`config.mk`:
```
export PLATFORM = sky130hd
export DESIGN_NAME = ffha_head
export DESIGN_NICKNAME = d
export VERILOG_FILES = /design/src/rtl/ffha_pkg.sv /design/src/rtl/ffha_head.sv
export SDC_FILE = /design/constraint.sdc
export NUM_CORES = 1
export LEC_CHECK = 0
export BUFFER_PORTS_ARGS = -buffer_cell sky130_fd_sc_hd__buf_4
export CAP_MARGIN = 30
export CORE_AREA = 2 2 81 83
export DETAILED_ROUTE_END_ITERATION = 6
export DIE_AREA = 0 0 83 85
export GPL_TIMING_DRIVEN = 0
export PLACE_DENSITY_LB_ADDON = 0.05
export SYNTH_ARGS = -nofsm -noshare
export SYNTH_HDL_FRONTEND = slang
export SYNTH_SLANG_ARGS = --single-unit
```
`constraint.sdc`:
```
create_clock -name vclk -period 1.6
set_input_delay 0.08 -clock vclk [all_inputs]
set_output_delay 0.08 -clock vclk [all_outputs]
set_load 0.01 [all_outputs]
```
`src/rtl/ffha_pkg.sv`:
```
// ----------------------------------------------------------------------------
// ffha_pkg
// Constants, codes and types shared by the first-fit heap allocator.
// ----------------------------------------------------------------------------
`default_nettype none

package ffha_pkg;

  localparam int unsigned HEAP_BYTES   = 65536;
  localparam int unsigned HEADER_BYTES = 32;
  localparam int unsigned MAX_CHUNKS   = 64;
  localparam int unsigned GRAIN_BYTES  = 8;

  localparam int unsigned ADDR_W = 16;
  localparam int unsigned SIZE_W = 17;
  localparam int unsigned POS_W  = $clog2(MAX_CHUNKS);
  localparam int unsigned CNT_W  = $clog2(MAX_CHUNKS + 1);

  localparam logic [1:0] REQ_ALLOC   = 2'd0;
  localparam logic [1:0] REQ_RELEASE = 2'd1;
  localparam logic [1:0] REQ_RESIZE  = 2'd2;

  localparam logic [1:0] ST_OK       = 2'd0;
  localparam logic [1:0] ST_NO_MEM   = 2'd1;
  localparam logic [1:0] ST_NOT_USED = 2'd2;

  localparam logic [SIZE_W-1:0] HDR_SZ   = SIZE_W'(HEADER_BYTES);
  localparam logic [SIZE_W-1:0] INIT_CAP = SIZE_W'(HEAP_BYTES - HEADER_BYTES);

  // One chunk table entry plus its place in the free list
  typedef struct packed {
    logic              present;
    logic              in_use;
    logic [ADDR_W-1:0] offset;
    logic [SIZE_W-1:0] cap;
    logic [SIZE_W-1:0] used;
    logic [POS_W-1:0]  pos;
  } entry_t;

  // Command broadcast to the head logic
  typedef struct packed {
    logic              apply;
    logic              grant;
    logic              rel;
    logic              split;
    logic [SIZE_W-1:0] need;
    logic [ADDR_W-1:0] laddr;
    logic [POS_W-1:0]  gpos;
    logic [POS_W-1:0]  relpos;
    logic [POS_W-1:0]  spos;
    logic [ADDR_W-1:0] new_off;
    logic [SIZE_W-1:0] new_cap;
  } cmd_t;

  // What the head logic sees in the entry passing by
  typedef struct packed {
    logic gcand;
    logic lmatch;
    logic vacant;
    logic fill;
  } probe_t;

endpackage

`default_nettype wire

```
`src/rtl/ffha_head.sv`:
```
// ----------------------------------------------------------------------------
// ffha_head
// Examines and rewrites the entry leaving the head of the ring.
// ----------------------------------------------------------------------------
`default_nettype none

module ffha_head (
  input  ffha_pkg::entry_t ent_i,
  input  ffha_pkg::cmd_t   cmd_i,
  input  wire              split_pend_i,
  output ffha_pkg::entry_t ent_o,
  output ffha_pkg::probe_t probe_o
);
  import ffha_pkg::*;

  logic is_free;
  logic fill;

  assign is_free = ent_i.present && !ent_i.in_use;

  always_comb begin
    probe_o.gcand  = is_free && (ent_i.cap >= cmd_i.need);
    probe_o.lmatch = ent_i.present && ent_i.in_use &&
                     (({1'b0, ent_i.offset} + HDR_SZ) == {1'b0, cmd_i.laddr});
    probe_o.vacant = !ent_i.present;
    fill           = cmd_i.apply && cmd_i.split && split_pend_i && !ent_i.present;
    probe_o.fill   = fill;

    ent_o = ent_i;
    if (cmd_i.apply) begin
      if (cmd_i.grant && is_free && ent_i.pos == cmd_i.gpos) begin
        ent_o.in_use = 1'b1;
        ent_o.used   = cmd_i.need;
        if (cmd_i.split) ent_o.cap = cmd_i.need;
      end else if (cmd_i.grant && is_free && ent_i.pos > cmd_i.gpos) begin
        // close the gap left by the granted chunk
        ent_o.pos = ent_i.pos - POS_W'(1);
      end
      if (cmd_i.rel && probe_o.lmatch) begin
        ent_o.in_use = 1'b0;
        ent_o.pos    = cmd_i.relpos;
      end
      if (fill) begin
        ent_o.present = 1'b1;
        ent_o.in_use  = 1'b0;
        ent_o.used    = '0;
        ent_o.offset  = cmd_i.new_off;
        ent_o.cap     = cmd_i.new_cap;
        ent_o.pos     = cmd_i.spos;
      end
    end
  end

endmodule

`default_nettype wire

```
# Word-level counts from Yosys, hierarchy flattened
# Index checks and enable logic that the tools add are counted.
# Widths: inputs -> output; s select.
# totals
ff_bits,0
inputBits,147
out_inout_bits,62
word_cells,28
# classes
add_sub_neg,2
n_lt_le_gt_ge,2
eq_ne,2
n_mux,9
reduce_logical,13
# op_table
cell,n
$mux 58,2
$mux 34,1
$mux 6,3
$add 16x6->17 const B,1
$eq 17x16->1,1
$ge 17x17->1,1
$mux 17,1
$logic_and 1x1->1,11
$eq 6x6->1,1
$gt 6x6->1,1
$sub 6x1->6 const B,1
$logic_not 1->1,2
$mux 1,2

# Longest topological paths before layout
# Gate-level depths: netlist of the first run.
# depth
word_depth,9
depth_mapped,9
depth_no_buf,9

# Least setup slack after synthesis of the first run
# OpenSTA, ideal clock, no wires.
# synth_timing
path_kind,input to output
start,in cmd_i[68] (netlist name)
end,out probe_o[3] (netlist name)
t_arrival_ns,1.747
required_time_ns,1.520
setup_slack_ns,-0.227
path_stages,9
n_path_buf,0
cell_sequence,inv_1 > ha_1 > nor2b_1 > o21a_1 > o21a_1 > o21a_1 > o21ai_0 > a211o_1 > a2111oi_0
# synth_lines
element,line,text
start: declaration,ffha_head.sv:9,"input ffha_pkg::cmd_t cmd_i,"
end: declaration,ffha_head.sv:12,output ffha_pkg::probe_t probe_o

==> results of run 1 <==
through the flow:
stage	power [uW]	hold WS, ps
global placement	974	424
finish	1240	426
detailed placement	990	427
CTS	1110	427
floorplan	440	190
global route	1330	438
what timing repair did:
| action | CTS | global route |
|---|---|---|
| endpoints found under the setup margin | 60 | 56 |
| gates cloned | 1 | 3 |
| setup buffers | 16 | 6 |
| gates resized for setup | 121 | 104 |
| pin swaps | 45 | 31 |
per-layer routing:
metal	GRT usage, %	share of wire (%)	wire length, um
met1	29.4	36	4270
met2	55.8	56	6660
met4	5.37	2.5	301
met5	0	0	0
met3	2.63	5.9	704
worst min-delay path by stage:
| stage | from | end | slack, ps |
|---|---|---|---|
| 2_1_floorplan | ent_i[56] | probe_o[3] | 190 |
| 3_3_place_gp | cmd_i[32] | ent_o[55] | 420 |
| 3_5_place_dp | cmd_i[23] | ent_o[46] | 430 |
| 4_1_cts | cmd_i[23] | ent_o[46] | 430 |
| 5_1_grt | cmd_i[26] | ent_o[49] | 440 |
| 6_report | cmd_i[23] | ent_o[46] | 430 |
report_power, final:
group	internal, uW	total, uW	switching, uW
clock	0	0	0
combinational	673	1240	570
sequential	0	0	0
final cells by class:
| type | instances | area [um2] | share of cell area (%) |
|---|---|---|---|
| multi-input cells | 317 | 2670 | 52.9 |
| inverters | 33 | 138 | 2.73 |
| repair buffers | 233 | 1990 | 39.4 |
| plain buffers | 19 | 158 | 3.13 |
| well taps | 77 | 96.3 | 1.91 |
Yosys cell counts (2+ instances only):
cell        n  share of area (%)
buf_4       2               0.71
nand4b_1    2               0.83
buf_2       3               0.71
xnor2_1    19                7.8
nand4_1     9                2.7
a21o_1      6                2.1
a211o_1     2               0.83
o21ai_0     8                1.9
nor3_1      4               0.94
a31oi_1     4                1.2
a2bb2oi_1   2               0.83
nor2b_1     3               0.89
nor2_1     21                3.7
and2_1      3               0.89
nand2b_1    2               0.59
buf_1       3               0.53
a211oi_1    3                1.1
clkbuf_1   12                2.1
a2111oi_0   2               0.83
o22ai_1    19                5.6
nor3b_1     4                1.4
o21a_1      4                1.4
inv_1      33                5.8
or3_1       3               0.89
nand3_1    16                3.8
nand3b_1    2               0.71
o31ai_1     3                1.1
a21oi_1    40                9.4
nor4_1      4                1.2
ha_1       25                 15
nand2_1    93                 16
cell families after synthesis:
family	synth area share, %
AOI/OAI and AO/OA	29.6
and+or+nand+nor	36.5
buffers and inverters	10.4
adders and majority gates	14.7
muxes	0.472
xor gates and xnor gates	8.26
layout by cell type (no fill, tap or decap), drive strengths merged, types with 2 or more instances in the layout:
cell / count
a2111oi: 2
a211o: 2
a211oi: 3
a21o: 6
a21oi: 40
a2bb2oi: 2
a31oi: 4
and2: 3
buf: 242
clkbuf: 10
ha: 25
inv: 32
nand2: 94
nand2b: 2
nand3: 16
nand3b: 2
nand4: 9
nand4b: 2
nor2: 21
nor2b: 3
nor3: 4
nor3b: 4
nor4: 4
o21a: 4
o21ai: 9
o22ai: 19
o31ai: 3
or3: 3
xnor2: 19
==> flow_summary.ini, run 1 <==
[placement]
port_buffers = 207
dp.cells = 655
place_hpwl_mm = 7.88
routabilityCongestion = 0.872
post-place-ws_ps = -522
dpl_cell_area_mm2 = 0.00391

[global_routing]
grt.total_usage_pct = 27.0
antenna_found_initial = 0
grt_pass1_wl_mm = 16.3
grt_remaining_overflow = 0
grt_max_degree = 14
grt_pass1_vias = 3514

[finish]
fin_util_pct = 81.3
layout-drive-gt1-share_pct = 64.1
seq_cells = 0
seq_area_um2 = 0
synthToLayoutAreaGrowth_pct = 138
fin_area_mm2 = 0.00504
clockBufferCount = 0
instances_no_fill = 679
finish.net_count = 776
antenna_cells = 0
nFillCells = 412

[cts]
cts_hold_buffers = 0

[drt]
initialDrtViolationCount = 135
drc_errors = 0
wl_per_cell_um = 17.6
routed_wl_mm = 11.9
vias = 3767
ant_nets = 0
vias_per_cell = 5.55
dr.pass1.iters = 5

[synthesis]
yosysSeqAreaShare_pct = 0
netlist_area_mm2 = 0.00212
yosysWarnings = 0
synthDistinctLibCells = 46
synth.avg_cell_area_um2 = 5.72
synth_nets = 543
synthCells = 371

[timing]
max_slew_margin_pct = 50.5
setup_viol = 42
period_share_pct = 124
final-hold-violation-count = 0
fmax_mhz = 506
slew_viol_final = 0
worst-slew-pin-transition_ps = 743
setup_ws_ps = -377
rsz0062_at_grt = yes
tns_ps = -10770
finalCriticalPeriod_ps = 1980

[critical_path]
critPathSlowestCell = or4_4
crit_buf_inv = 3
worst_path_most_repeated_cell = buf_4
cp.required_ps = 1520
worstSetupEndpointType = output pin
critPathKind = primary input to output pin
crit_family = simple AND/OR/NAND/NOR gates
endpoint = ent_o[4]
cp-startpoint = ent_i[48]
path_depth = 10
worstPathCellList = buf_4 -> nand2_4 -> or4_4 -> nand3_1 -> a31oi_2 -> and4b_4 -> buf_8 -> a31oi_4 -> o31ai_2 -> buf_4
worstSetupStartpointType = primary input
cpPeakStageDelay_ps = 490
path_max_fanout = 7
critical_path_arrival_ps = 1900

[power]
p_per_area_mw_per_mm2 = 247
leakage_uw = 0.00243
irDropWorstVdd_mv = 0.179

[run]
maxCapViolations = 0

[die]
start_util_pct = 34.2
pin_count = 209
die_w_um = 83
die_height_um = 85
coreArea_mm2 = 0.00620
die_area_mm2 = 0.00706
core.rowCount = 29

[outcome]
status = finished with violations
violations = negative setup slack

[worst_hold_path]
hold_path_depth = 4
hold_class = primary input to output pin
(Power assumes the default switching activity.)
==> run 2, diff against run 1 <==
--- a/config.mk
+++ b/config.mk
@@ -5,12 +5,14 @@
 export SDC_FILE = /design/constraint.sdc
 export NUM_CORES = 1
 export LEC_CHECK = 0
+export ABC_AREA = 1
 export BUFFER_PORTS_ARGS = -buffer_cell sky130_fd_sc_hd__buf_4
 export CAP_MARGIN = 30
-export CORE_AREA = 2 2 81 83
+export CORE_MARGIN = 1
+export CORE_UTILIZATION = 39
 export DETAILED_ROUTE_END_ITERATION = 6
-export DIE_AREA = 0 0 83 85
 export GPL_TIMING_DRIVEN = 0
+export MAX_ROUTING_LAYER = met4
 export PLACE_DENSITY_LB_ADDON = 0.05
 export SYNTH_ARGS = -nofsm -noshare
 export SYNTH_HDL_FRONTEND = slang
==> run 2 against run 1 <==
Compared with the run above: the run still ends with negative setup slack left; non-clock buffer count fell by 6; via count is 23% higher; worst hold slack better by 10 ps; flip-flop and latch count did not move; die area increased by 11%; count of clock-buffer cells in the layout stayed put; total power rose by 7.7%; largest cell class unchanged; synthesized cell count is 56% higher; routed wire length rose by 2.6%.
==> flow_summary.ini, run 2 <==
[die]
coreArea_mm2 = 0.00721
core.rowCount = 31
pin_count = 209
start_util_pct = 40.3
die_area_mm2 = 0.00780
die_w_um = 88.3
die_height_um = 88.3

[critical_path]
critPathKind = primary input to output pin
path_max_fanout = 6
worstSetupStartpointType = primary input
critical_path_arrival_ps = 1780
cp.required_ps = 1520
worstSetupEndpointType = output pin

[synthesis]
netlist_area_mm2 = 0.00291
synthCells = 579
yosysWarnings = 0
synth_nets = 751
synth.avg_cell_area_um2 = 5.02
synthDistinctLibCells = 32
yosys-top-cells-count = nand2_1, inv_1, nor2_1, o21ai_0, a21oi_1
yosys.area.top_type_share_pct = 22.3
yosys-top-cells-area = nand2_1, inv_1, ha_1
synth.largest_area_cell = nand2_1
yosysSeqAreaShare_pct = 0
yosysMostFrequentCell = nand2_1

[drt]
wl_per_cell_um = 13.6
ant_nets = 0
vias = 4635
initialDrtViolationCount = 213
drc_errors = 0
vias_per_cell = 5.13
dr.pass1.iters = 5
routed_wl_mm = 12.2

[power]
p_per_area_mw_per_mm2 = 254
irDropWorstVdd_mv = 0.155
power.total_uw = 1340
leakage_uw = 0.00296

[global_routing]
grt.total_usage_pct = 28.2
grt_pass1_wl_mm = 17.4
grt_remaining_overflow = 0
grt_max_degree = 11
grt_pass1_vias = 3975
antenna_found_initial = 0

[worst_hold_path]
hold_path_depth = 4
min_from = cmd_i[31]
hold_end = ent_o[54]
hold_class = primary input to output pin

[finish]
seq_cells = 0
synthToLayoutAreaGrowth_pct = 81.4
fin_area_mm2 = 0.00527
final_common_cell = buf_4
nFillCells = 627
finish.net_count = 978
seq_area_um2 = 0
instances_no_fill = 903
final_cell_mix = buf_4, nand2_1, inv_1, nor2_1, o21ai_0
antenna_cells = 0
layout-drive-gt1-share_pct = 39.9
fin_util_pct = 73.1
clockBufferCount = 0

[timing]
setup_ws_ps = -257
slew_viol_final = 0
setup_viol = 41
worst-slew-pin-transition_ps = 774
finalCriticalPeriod_ps = 1860
max_slew_margin_pct = 48.4
fmax_mhz = 538
final-hold-violation-count = 0
rsz0062_at_grt = yes
period_share_pct = 116

[outcome]
status = finished with violations
violations = negative setup slack

[placement]
post-place-ws_ps = -523
place_hpwl_mm = 9.34
routabilityCongestion = 0.893
port_buffers = 209
dpl_cell_area_mm2 = 0.00468
dp.cells = 887

[cts]
cts_hold_buffers = 0

[run]
maxCapViolations = 0
==> run 2: report_power, final <==
part           switching [uW]  internal, uW
combinational             642           698
sequential                  0             0
clock                       0             0
==> run 2: kinds of logic after synthesis <==
logic type	count (synthesis)	share of synthesized area (%)
and+or+nand+nor	286	42.3
xor gates and xnor gates	12	3.62
AOI/OAI and AO/OA	121	25.0
adders and majority gates	25	10.8
buffers and inverters	135	18.4
==> run 2: through the flow <==
stage	TNS, ps	hold slack [ps]
2_1_floorplan	-789	209
3_3_place_gp	-14980	434
3_5_place_dp	-16220	435
4_1_cts	-8200	435
5_1_grt	-12380	457
6_report	-8170	436
==> run 2: repair_timing <==
action                     CTS  global route
setup buffers                7             6
pin swaps                   25            35
gates resized for setup     52            48
setup endpoints to repair   41            53
cloned                       1             2
==> run 2: cell type report <==
| cell class | instances | area (um2) | area share (%) |
|---|---|---|---|
| repair buffers | 225 | 1840 | 34.8 |
| well taps | 99 | 124 | 2.35 |
| plain buffers | 21 | 148 | 2.80 |
| multi-input cells | 444 | 2730 | 51.7 |
| inverters | 114 | 438 | 8.30 |
==> run 2: how the worst max path moves through the flow <==
| stage | slack [ps] | end | from | depth (start not counted) |
|---|---|---|---|---|
| 2_1_floorplan | -50 | ent_o[13] | ent_i[0] | 10 |
| 3_3_place_gp | -480 | ent_o[13] | ent_i[0] | 13 |
| 3_5_place_dp | -520 | ent_o[19] | ent_i[0] | 13 |
| 4_1_cts | -250 | ent_o[23] | ent_i[0] | 14 |
| 5_1_grt | -370 | ent_o[23] | ent_i[3] | 13 |
| 6_report | -260 | ent_o[38] | ent_i[3] | 12 |
==> run 2: routing by layer <==
| metal | GRT usage, % | wire, um |
|---|---|---|
| met1 | 33.4 | 5080 |
| met2 | 51.4 | 6030 |
| met3 | 2.80 | 912 |
| met4 | 5.57 | 225 |
| met5 | - | 0 |
==> run 2: critical path, cell delays in order <==
cell	delay [ps]
buf_12	100
ha_4	270
nand2_4	60
nor2_4	110
nand2_1	50
or2_4	250
nor2_4	190
buf_6	180
a21oi_1	80
o21a_1	150
o22ai_2	110
buf_6	130
